$ cat config.mk
export PLATFORM = sky130hd
export DESIGN_NAME = pgmm_ctrl
export DESIGN_NICKNAME = d
export VERILOG_FILES = /design/src/design/pgmm_pkg.sv /design/src/design/pgmm_ctrl.sv
export SDC_FILE = /design/constraint.sdc
export NUM_CORES = 1
export LEC_CHECK = 0
export ABC_AREA = 1
export BUFFER_PORTS_ARGS = -buffer_cell sky130_fd_sc_hd__buf_2
export CAP_MARGIN = 20
export CORE_AREA = 2 2 39 41
export CTS_CLUSTER_DIAMETER = 200
export DETAILED_ROUTE_END_ITERATION = 16
export DIE_AREA = 0 0 41 43
export GPL_TIMING_DRIVEN = 0
export PLACE_DENSITY = 0.5
export RECOVER_POWER = 100
export REMOVE_ABC_BUFFERS = 1
export SLEW_MARGIN = 20
export SYNTH_ARGS = -nofsm -noshare
export SYNTH_HDL_FRONTEND = slang
export SYNTH_SLANG_ARGS = --single-unit
$ cat constraint.sdc
create_clock -name clk -period 2.6 [get_ports clk]
set_input_delay 0 -clock clk [delete_from_list [all_inputs] [get_ports clk]]
set_output_delay 0 -clock clk [all_outputs]
set_load 0.02 [all_outputs]
$ cat src/design/pgmm_pkg.sv
// Shared constants, types and command/status structs for the genotype matrix multiply.
`timescale 1ns / 1ps

package pgmm_pkg;

  // Sizing
  localparam int MAX_SUBJECTS = 4096;
  localparam int MAX_COLUMNS  = 8;

  localparam int ROW_W = $clog2(MAX_SUBJECTS);
  localparam int CNT_W = ROW_W + 1;
  localparam int COL_W = (MAX_COLUMNS > 1) ? $clog2(MAX_COLUMNS) : 1;

  // Port field widths
  localparam int OPCODE_W     = 2;
  localparam int GBYTE_W      = 8;
  localparam int COL_IDX_W    = 3;
  localparam int WEIGHT_W     = 32;
  localparam int SUBJ_IDX_W   = 12;
  localparam int ACC_W        = 48;
  localparam int SUBJ_CFG_W   = 13;
  localparam int COLS_CFG_W   = 4;
  localparam int CFG_DATA_W   = 13;
  localparam int CFG_IDX_W    = 1;

  localparam int LANE_W = ACC_W + 1;              // {sat mark, accumulator}
  localparam int SUM_W  = ACC_W + 1;              // one guard bit for overflow
  localparam int CMP_W  = (CNT_W > SUBJ_CFG_W) ? CNT_W : SUBJ_CFG_W;

  localparam int PAIRS_PER_BYTE = GBYTE_W / 2;

  // Opcodes
  localparam logic [OPCODE_W-1:0] OP_CLEAR  = 2'd0;
  localparam logic [OPCODE_W-1:0] OP_WEIGHT = 2'd1;
  localparam logic [OPCODE_W-1:0] OP_GENO   = 2'd2;
  localparam logic [OPCODE_W-1:0] OP_READ   = 2'd3;

  // Config register indexes
  localparam logic [CFG_IDX_W-1:0] CFG_NUM_SUBJECTS = 1'b0;
  localparam logic [CFG_IDX_W-1:0] CFG_NUM_COLUMNS  = 1'b1;

  localparam logic [SUBJ_CFG_W-1:0] NUM_SUBJECTS_RST = 13'd4096;
  localparam logic [COLS_CFG_W-1:0] NUM_COLUMNS_RST  = 4'd8;

  localparam logic [ACC_W-1:0] ACC_MAX = {1'b0, {(ACC_W-1){1'b1}}};
  localparam logic [ACC_W-1:0] ACC_MIN = {1'b1, {(ACC_W-1){1'b0}}};

  typedef logic [MAX_COLUMNS-1:0][LANE_W-1:0] acc_row_t;

  typedef struct packed {
    logic       capture;      // latch item fields for a genotype or read transaction
    logic       load_weight;
    logic       clr_step;     // write one zero row of the clear sweep
    logic       geno_step;    // process one bit pair
    logic [1:0] pair;
    logic       geno_end;     // byte done, apply variant end
    logic       rd_issue;
    logic       rd_load_out;
  } dp_cmd_t;

  typedef struct packed {
    logic clr_last;
    logic out_free;
    logic wb_pending;
  } dp_sts_t;

endpackage

$ cat src/design/pgmm_ctrl.sv
// Controller state machine: sequences clear sweeps, bit pairs and accumulator reads.
`timescale 1ns / 1ps

module pgmm_ctrl (
  input  logic                          clk,
  input  logic                          rst,
  input  logic                          in_valid,
  output logic                          in_ready,
  input  logic [pgmm_pkg::OPCODE_W-1:0] opcode,
  input  pgmm_pkg::dp_sts_t             sts,
  output pgmm_pkg::dp_cmd_t             cmd
);
  import pgmm_pkg::*;

  localparam logic [2:0] ST_CLEAR = 3'd0;
  localparam logic [2:0] ST_IDLE  = 3'd1;
  localparam logic [2:0] ST_GENO  = 3'd2;
  localparam logic [2:0] ST_DRAIN = 3'd3;
  localparam logic [2:0] ST_READ  = 3'd4;
  localparam logic [2:0] ST_RESP  = 3'd5;

  localparam logic [1:0] LAST_PAIR = 2'(PAIRS_PER_BYTE - 1);

  logic [2:0] state;
  logic [2:0] state_next;
  logic [1:0] pair;
  logic [1:0] pair_next;

  always_comb begin
    cmd        = '0;
    in_ready   = 1'b0;
    state_next = state;
    pair_next  = pair;
    unique case (state) inside
      ST_CLEAR: begin
        cmd.clr_step = 1'b1;
        if (sts.clr_last) begin
          state_next = ST_IDLE;
        end
      end
      ST_IDLE, ST_DRAIN: begin
        // last bit pair writes back during drain; next transaction may enter
        in_ready     = 1'b1;
        cmd.geno_end = (state == ST_DRAIN);
        state_next   = ST_IDLE;
        if (in_valid) begin
          unique case (opcode)
            OP_CLEAR: state_next = ST_CLEAR;
            OP_WEIGHT: cmd.load_weight = 1'b1;
            OP_GENO: begin
              cmd.capture = 1'b1;
              pair_next   = '0;
              state_next  = ST_GENO;
            end
            OP_READ: begin
              cmd.capture = 1'b1;
              state_next  = ST_READ;
            end
            default: state_next = ST_IDLE;
          endcase
        end
      end
      ST_GENO: begin
        cmd.geno_step = 1'b1;
        cmd.pair      = pair;
        pair_next     = pair + 2'd1;
        if (pair == LAST_PAIR) begin
          state_next = ST_DRAIN;
        end
      end
      ST_READ: begin
        cmd.rd_issue = 1'b1;
        state_next   = ST_RESP;
      end
      ST_RESP: begin
        if (sts.out_free) begin
          cmd.rd_load_out = 1'b1;
          state_next      = ST_IDLE;
        end
      end
      default: state_next = ST_CLEAR;
    endcase
  end

  always_ff @(posedge clk) begin
    if (rst) begin
      state <= ST_CLEAR;
      pair  <= '0;
    end else begin
      state <= state_next;
      pair  <= pair_next;
    end
  end

endmodule

==> impl_metrics.py <==
metrics = {
    "run_status": {
        "outcome": "complete, no violations",
    },
    "timing": {
        "clock_skew_ns": 0.00124,
        "rsz0062_at_grt": "no",
        "timing.fmax_mhz": 709,
        "report.final.hold_viol_count": 0,
        "slew_violations": 0,
        "fin_crit_sh": 0.542,
        "fin_crit_ns": 1.41,
        "tns_ns": 0,
        "worst_pin_slew_ns": 0.250,
        "setup-violations-final": 0,
        "slew_headroom": 0.834,
    },
    "power_and_ir_drop": {
        "power_density_nw_per_um2": 460,
        "finalPower_w": 0.000217,
        "p_leak_nw": 0.229,
        "ir_worst_vdd_mv": 0.174,
    },
    "floorplan": {
        "rows": 14,
        "die_h_um": 43,
        "dieArea_um2": 1760,
        "core_um2": 1380,
        "pin_count": 18,
        "initial_core_util": 0.258,
        "die_w_um": 41,
    },
    "route": {
        "detail_route.iter0.violations": 1,
        "wire_per_inst_um": 8.66,
        "ant_nets": 0,
        "vias_per_cell": 4.10,
        "drt-total-wl_um": 814,
        "vias": 385,
        "first_pass_iters": 2,
        "drc": 0,
    },
    "synthesis": {
        "seq_area_frac_synth": 0.281,
        "netlist_area_um2": 357,
        "synth_top_cell_by_area": "dfxtp_1",
        "ys_top_cells_by_area": "dfxtp_1, inv_1, nor2_1",
        "ys_warn_count": 0,
        "synth_cell_type_count": 18,
        "avgSynthCellArea_um2": 6.26,
        "postSynthCellCount": 57,
        "ys_ff_latch": 5,
        "yosysTopAreaCellShare": 0.281,
    },
    "place": {
        "port_buffers": 16,
        "dp_hpwl_um": 632,
        "gp_congestion": 0.615,
    },
    "clocking": {
        "clk_pin_slew_worst_paths_ns": 0.04,
        "cts.path.max_buffers": 2,
        "clock-sinks": 5,
        "clkLatencyLatePin_ns": 0.24,
        "cts-resized-gates": 0,
        "post_cts_buffers": 0,
        "cts_buffers": 3,
        "cts-hold-fix-buffers": 1,
        "root_buffer": "clkbuf_4",
        "htree_levels": 1,
        "cts_tree": "done",
    },
    "critical_path": {
        "crit_slowest_cell": "dfxtp_1",
        "worstPathRequired_ns": 2.60,
        "crit_path_end_kind": "output port",
        "path_max_fanout": 6,
        "critical_path.max_stage_delay_ns": 0.39,
        "crit_chain": "inv_2 > nor2_1 > nand2_1 > clkinvlp_2 > clkbuf_1",
        "setup.worst_path.class": "reg -> out",
        "worstPathArrival_ns": 1.41,
        "crit_path_start_kind": "register",
    },
    "layout": {
        "syn_to_final_growth_pct": 32.6,
        "mostFrequentLayoutCell": "inv_1",
        "drive_gt1_frac": 0.218,
        "nets": 88,
        "diodes": 0,
        "mostFrequentLayoutCells": "inv_1, nor2_1, clkbuf_1",
    },
    "grt": {
        "antenna_found_initial": 0,
        "grt_max_degree": 7,
        "overflow": 0,
        "grt_pass1_wl_um": 1170,
        "grt_pass1_vias": 301,
        "grt_usage": 0.105,
    },
    "run": {
        "maxCapViolCount": 0,
    },
    "worst_hold_path": {
        "min_path_type": "in -> reg",
    },
}
==> cells by family (layout without fill, tap and decap cells) <==
family,after synthesis,count (layout),share of synthesized area
compound gates,6,6,0.105
simple gates,30,30,0.418
buf+inv,15,36,0.161
fa+ha+maj,1,1,0.0351
flops,5,5,0.281
==> layout make-up <==
cell class              instances  area [µm²]
repair buffers                 17        77.6
inverters                      15        57.6
flip-flops and latches          5         100
clock buffers                   4        26.3
multi-input cells              37         191
fillers                       167         911
well taps                      16        20.0
==> metal layers <==
metal / vias to the layer above / routed length, µm / global-route usage
li1: 215 / - / -
met1: 154 / 407 / 0.116
met2: 14 / 344 / 0.147
met3: 2 / 59 / 0.0314
met4: 0 / 4 / 0.100
met5: - / 0 / 0
==> sequential cells by signal, indices dropped and copies added, names as in the netlist <==
| register | cells |
|---|---|
| pair | 2 |
| state | 3 |
==> worst paths after layout <==
path,slack (ns),end,startpoint,cells after the start
hold / removal,0.07,state[2],opcode[0],5
setup reg to reg,1.38,pair[0],state[0],5
hold reg to reg,0.50,pair[1],pair[1],2
setup / recovery,1.19,cmd[5],state[1],5
==> synthesized netlist by cell type (all sizes together) <==
cell type and count:
nand2 10, nand3b 1, nor3 2, dfxtp 5, a21oi 4, inv 14, nand3 4, o21ai 2
clkinv 1, nor2 13, ha 1
==> stage by stage <==
step / utilization / cell area [µm²] / instances / hold slack, ns / setup WS [ns]
after detailed placement: 0.330 / 457 / 89 / 0.218 / 1.53
after floorplan: - / 357 / 57 / 0.0624 / 1.58
after global placement: 0.330 / 457 / 89 / 0.216 / 1.54
after global routing: 0.342 / 473 / 94 / 0.0878 / 1.03
after CTS: 0.356 / 493 / 94 / 0.0626 / 1.38
final: 0.342 / 473 / 94 / 0.0652 / 1.19
==> where the power goes <==
part / leakage (nW) / switching [W] / internal [W] / total [W]
combinational: 0.173 / 0.0000273 / 0.0000145 / 0.0000418
sequential: 0.0407 / 0.00000441 / 0.0000800 / 0.0000844
clock: 0.0150 / 0.0000331 / 0.0000581 / 0.0000912
total: 0.229 / 0.0000648 / 0.000153 / 0.000217
==> worst max-delay path: cells and delay by family, from the launching register on <==
family	cells	cell delay [ns]
buf+inv	3	0.48
flops	1	0.39
simple gates	2	0.29
Note: power is estimated with default switching activity, not from simulation.
